`config.mk`:
```
export PLATFORM = sky130hd
export DESIGN_NAME = dbpe_stack
export DESIGN_NICKNAME = d
export VERILOG_FILES = /design/src/hw/rtl/dbpe_pkg.sv /design/src/hw/rtl/dbpe_stack_cell.sv /design/src/hw/rtl/dbpe_stack.sv
export SDC_FILE = /design/constraint.sdc
export NUM_CORES = 2
export LEC_CHECK = 0
export ABC_CLOCK_PERIOD_IN_PS = 137300
export BUFFER_PORTS_ARGS = -buffer_cell sky130_fd_sc_hd__buf_4
export CORE_MARGIN = 5
export CORE_UTILIZATION = 55
export CTS_BUF_LIST = sky130_fd_sc_hd__clkbuf_16
export CTS_CLUSTER_DIAMETER = 100
export DETAILED_ROUTE_END_ITERATION = 8
export PLACE_DENSITY = 0.7
export SETUP_SLACK_MARGIN = 0.1
export SLEW_MARGIN = 20
export SYNTH_ARGS = -nofsm -noshare
export SYNTH_HDL_FRONTEND = slang
export SYNTH_SLANG_ARGS = --single-unit
```
`constraint.sdc`:
```
create_clock -name aclk -period 137.3 [get_ports aclk]
set_input_delay 41.19 -clock aclk [delete_from_list [all_inputs] [get_ports aclk]]
set_output_delay 41.19 -clock aclk [all_outputs]
set_load 0.03 [all_outputs]
```
`src/hw/rtl/dbpe_pkg.sv`:
```
// shared types and constants for the dot-bracket pair extractor
package dbpe_pkg;

    localparam int DEF_STACK_DEPTH = 256;
    localparam int DEF_POS_WIDTH   = 16;
    localparam int NUM_KINDS       = 4;
    localparam int SYM_WIDTH       = 4;
    localparam int KIND_WIDTH      = 2;

    localparam logic [SYM_WIDTH-1:0] SYM_UNPAIRED      = 4'd0;
    localparam logic [SYM_WIDTH-1:0] SYM_ROUND_OPEN    = 4'd1;
    localparam logic [SYM_WIDTH-1:0] SYM_ROUND_CLOSE   = 4'd2;
    localparam logic [SYM_WIDTH-1:0] SYM_SQUARE_OPEN   = 4'd3;
    localparam logic [SYM_WIDTH-1:0] SYM_SQUARE_CLOSE  = 4'd4;
    localparam logic [SYM_WIDTH-1:0] SYM_CURLY_OPEN    = 4'd5;
    localparam logic [SYM_WIDTH-1:0] SYM_CURLY_CLOSE   = 4'd6;
    localparam logic [SYM_WIDTH-1:0] SYM_CHEVRON_OPEN  = 4'd7;
    localparam logic [SYM_WIDTH-1:0] SYM_CHEVRON_CLOSE = 4'd8;
    localparam logic [SYM_WIDTH-1:0] SYM_SEPARATOR     = 4'd9;

    typedef enum logic [KIND_WIDTH-1:0] {
        KIND_ROUND   = 2'd0,
        KIND_SQUARE  = 2'd1,
        KIND_CURLY   = 2'd2,
        KIND_CHEVRON = 2'd3
    } kind_t;

    typedef enum logic [1:0] {
        STATUS_OK    = 2'd0,
        STATUS_EMPTY = 2'd1,
        STATUS_FULL  = 2'd2
    } status_t;

    typedef struct packed {
        logic clear;
        logic push;
        logic pop;
    } stk_ctrl_t;

    typedef struct packed {
        logic empty;
        logic full;
    } stk_stat_t;

endpackage

```
`src/hw/rtl/dbpe_stack_cell.sv`:
```
// one entry of the shift-register stack
module dbpe_stack_cell
    import dbpe_pkg::*;
#(
    parameter int POS_WIDTH = DEF_POS_WIDTH
) (
    input  logic                 aclk,
    input  logic                 push,
    input  logic                 pop,
    input  logic [POS_WIDTH-1:0] above_val,
    input  logic [POS_WIDTH-1:0] below_val,
    output logic [POS_WIDTH-1:0] val
);

    logic [POS_WIDTH-1:0] val_reg;
    logic [POS_WIDTH-1:0] val_next;

    always_comb begin
        priority if (push) begin
            val_next = above_val;
        end else if (pop) begin
            val_next = below_val;
        end else begin
            val_next = val_reg;
        end
    end

    always_ff @(posedge aclk) begin
        val_reg <= val_next;
    end

    assign val = val_reg;

endmodule

```
`src/hw/rtl/dbpe_stack.sv`:
```
// bracket stack built as a row of shifting cells plus a fill level
module dbpe_stack
    import dbpe_pkg::*;
#(
    parameter int STACK_DEPTH = DEF_STACK_DEPTH,
    parameter int POS_WIDTH   = DEF_POS_WIDTH
) (
    input  logic                 aclk,
    input  logic                 aresetn,
    input  stk_ctrl_t            ctrl,
    input  logic [POS_WIDTH-1:0] push_data,
    output logic [POS_WIDTH-1:0] top,
    output stk_stat_t            stat
);

    localparam int LW = $clog2(STACK_DEPTH + 1);

    logic [LW-1:0]        level_reg;
    logic [LW-1:0]        level_next;
    logic [POS_WIDTH-1:0] cell_val [STACK_DEPTH];

    genvar i;
    generate
        for (i = 0; i < STACK_DEPTH; i++) begin : g_cell
            logic [POS_WIDTH-1:0] above;
            logic [POS_WIDTH-1:0] below;
            if (i == 0) begin : g_first
                assign above = push_data;
            end else begin : g_mid_above
                assign above = cell_val[i-1];
            end
            if (i == STACK_DEPTH - 1) begin : g_last
                assign below = cell_val[i];
            end else begin : g_mid_below
                assign below = cell_val[i+1];
            end
            dbpe_stack_cell #(
                .POS_WIDTH (POS_WIDTH)
            ) u_cell (
                .aclk      (aclk),
                .push      (ctrl.push),
                .pop       (ctrl.pop),
                .above_val (above),
                .below_val (below),
                .val       (cell_val[i])
            );
        end
    endgenerate

    always_comb begin
        priority if (ctrl.clear) begin
            level_next = ctrl.push ? LW'(1) : '0;
        end else if (ctrl.push) begin
            level_next = level_reg + LW'(1);
        end else if (ctrl.pop) begin
            level_next = level_reg - LW'(1);
        end else begin
            level_next = level_reg;
        end
    end

    always_ff @(posedge aclk) begin
        if (!aresetn) begin
            level_reg <= '0;
        end else begin
            level_reg <= level_next;
        end
    end

    assign top        = cell_val[0];
    assign stat.empty = (level_reg == '0);
    assign stat.full  = (level_reg == LW'(STACK_DEPTH));

    a_push_pop_excl : assert property (@(posedge aclk) disable iff (!aresetn)
        !(ctrl.push && ctrl.pop))
        else $error("push and pop together");

    a_level_bound : assert property (@(posedge aclk) disable iff (!aresetn)
        level_reg <= LW'(STACK_DEPTH))
        else $error("stack level beyond depth");

    a_push_top : assert property (@(posedge aclk) disable iff (!aresetn)
        ctrl.push |=> top == $past(push_data))
        else $error("pushed value not on top");

    a_pop_level : assert property (@(posedge aclk) disable iff (!aresetn)
        (ctrl.pop && !ctrl.clear) |=> level_reg == $past(level_reg) - LW'(1))
        else $error("pop did not lower level");

endmodule

```
==> results.md <==
* Run status: finished, final reports clean
* Initial antenna violation count at 1
* Synth Cell Area at ~170000 sq um
* Async S/R FF share, synth at 0
* Post-route minimum period at approximately 48 ns
* Root buf cell: clkbuf_16
* Number of synthesized flops with an enable pin at 4096
* # setup viols final at 0
* Routed Antenna Nets at 0
* Reg clk slew, reported paths at 0.06 ns
* Mux contribution to synthesized area at 0.2631
* Pins Over Slew Limit at 0
* Number of synthesized register bits at ~4100
* Largest family of logic cells by synthesized area: multiplexers
* Vias in the first global route at a little under 80000
* Crit path DAT at just under 50 ns
* Area growth, synth to finish at 8.604%
* Critical path required time at around 140 ns
* CP startpoint kind: input port
* Skew final at roughly 0.048 ns
* Syn_area_per_cell at between 20 and 25 sq um
* Post-CTS Setup Inserts at 0
* Pleak at 66.02 nW
* Drt first pass iters at 8
* Yosys cell types at 31
* CTS resizes at 0
* Routed WL per cell at approximately 17 microns
* # clock sinks at 4105
* Post-Synth Adder-Cell Area at 0.0006162
* DP Wirelength at around 130000 microns
* TNS Setup at 0 ns
* Core region area at ~320000 sq um
* Register area share after synthesis at 0.7054
* Gp weighted congestion at slightly below 0.7
* Crit. End Element: flip-flop
* Total global routing overflow at 0
* Fmax at 0.02082 GHz
* Clk_lat worst skew at about 0.92 ns
* Unrepaired setup endpoints after global routing: no
* First-pass GRT wire length at approximately 390000 microns
* Maxcap violations at 0
* Vias at 73089
* Clk buf depth at 4
* Max reg flops at a little over 4000
* Die Area at between 300000 and 400000 sq um
* Peak VDD IR at around 0.000011 V
* CTS tree: yes
* Hold Slack at roughly 0.46 ns
* Commonest non-fill, non-tap cell in the layout: edfxtp_1
* Worst Max-Slew Pin Slew at 1.240 ns
* Post-Synth Simple-Gate Area at 0.001103
* Pin count of the biggest net entering global routing at around 240
* Kind of critical path: input port to flip-flop
* Pwr/cell area at around 17 nW/um^2
* Top_reg_cell synth: edfxtp_1
* Layout cells sized above 1 at 0.5219
* Hold Fails Final Rpt at 0
* Nets@finish at between 8000 and 9000
* Worst path most repeated cell: buf_4
* CTS Hold Bufs at 0
* Post-Synth XOR/XNOR Area at 0.0001003
* Die W at around 570 microns
* Row cnt at 206
* Synth Warn # at 0
* H-tree depth at 5
* Global Route Usage Sum at 0.1329
* Routed vias/inst at 5.486
* Hold WC Path Type: flip-flop to flip-flop
* Die height at about 570 microns
* Residual DRC at 0
* Compound-Gate Fraction of Synth Area at 0.001003
* Syn Nets at 8751
* Fin crit share at 0.3499
* Slew headroom at 0.1734
* Most frequent cells in the layout: edfxtp_1 (4096), mux2_2 (4080), clkbuf_16 (423)
* Initial Utilization at 0.5535
* Drt total wl at between 200000 and 250000 microns
* Critical Path Max Stage Delay at around 0.90 ns
* Inserted Clock Buffers at around 420
* DR iter-0 viols at 5263
* Critical-path top delay cell: buf_4
* Post-Synthesis Cells at roughly 8700
* CP cell instances: buf_16 > buf_4 > buf_4 > buf_4 > buf_4 > buf_4 > buf_4 > buf_4 > buf_4 > buf_12 > mux2_2
* CP Max Fanout at around 110
* I/O pin count at 39
* Port Buf Inserts at 38
[path summary, 6_finish.rpt]
path                             startpoint                   endpoint  slack [ns]  depth (start not counted)
hold / removal    g_cell[254].u_cell.val[5]  g_cell[255].u_cell.val[5]        0.46                          0
hold reg to reg   g_cell[254].u_cell.val[5]  g_cell[255].u_cell.val[5]        0.46                          0
setup reg to reg               level_reg[1]               level_reg[7]      135.43                          6
setup / recovery                    ctrl[1]    g_cell[0].u_cell.val[8]       89.26                         11
[critical path: cells and delay by family]
kind     cells  cell delay [ns]
buf+inv     10             6.73
mux          1             0.38
[report_power, final]
group	switching, W	internal [W]
clock network	0.000461	0.000644
logic	0.000108	0.000195
registers	0.000110	0.00168
[synth_stat cells (3+ instances only)]
| cell type | instances | share of area |
|---|---|---|
| edfxtp_1 | 4096 | 0.70 |
| mux2_2 | 4080 | 0.26 |
| buf_6 | 432 | 0.028 |
| buf_2 | 23 | 0.00066 |
| nand2_1 | 13 | 0.00028 |
| nor2_1 | 11 | 0.00024 |
| a21oi_1 | 10 | 0.00029 |
| dfxtp_1 | 9 | 0.0010 |
| ha_1 | 7 | 0.00050 |
| inv_1 | 6 | 0.00013 |
| o21ai_0 | 4 | 0.00011 |
| a211oi_1 | 3 | 0.00013 |
| nand2b_1 | 3 | 0.00011 |
| nor4_1 | 3 | 0.00011 |
[per-stage QoR]
stage / instances / setup WS (ns) / area, sq um / total power [W] / utilization
final: 13323 / 89.26 / 189600 / 0.003197 / 0.6011
after global routing: 13323 / 88.66 / 189600 / 0.003350 / 0.6011
after CTS: 13317 / 89.12 / 189500 / 0.003246 / 0.6007
after detailed placement: 12548 / 88.15 / 176000 / 0.002123 / 0.5577
after floorplan: 8722 / 7.755 / 174600 / 0.002248 / -
after global placement: 12548 / 88.38 / 176000 / 0.002086 / 0.5577
[layer usage]
metal  vias up  GRT usage  wire (microns)
li1      35065          -               -
met1     36904     0.1849          105000
met2       699     0.2201          110400
met3       421    0.01961            6523
met4         0    0.03808            5428
met5         -          0               0
[layout make-up]
| type | count | area, sq um |
|---|---|---|
| Antenna cell | 2 | 5.005 |
| Clock buffer | 423 | 10590 |
| Clock inverter | 346 | 2962 |
| Fill cell | 22311 | 125800 |
| Inverter | 6 | 30.03 |
| Multi-Input combinational cell | 4156 | 46440 |
| Sequential cell | 4105 | 123200 |
| Tap cell | 4160 | 5205 |
| Timing Repair Buffer | 125 | 1240 |
[cell families (layout without fill, tap and decap cells)]
family | Yosys count | after routing
other | 0 | 2
AOI/OAI and AO/OA | 27 | 27
xor gates and xnor gates | 2 | 2
DFF | 4105 | 4105
muxes | 4080 | 4080
adders and majority gates | 8 | 8
and+or+nand+nor | 39 | 39
buffers and inverters | 461 | 900
Power figures use the tool's default switching activity.
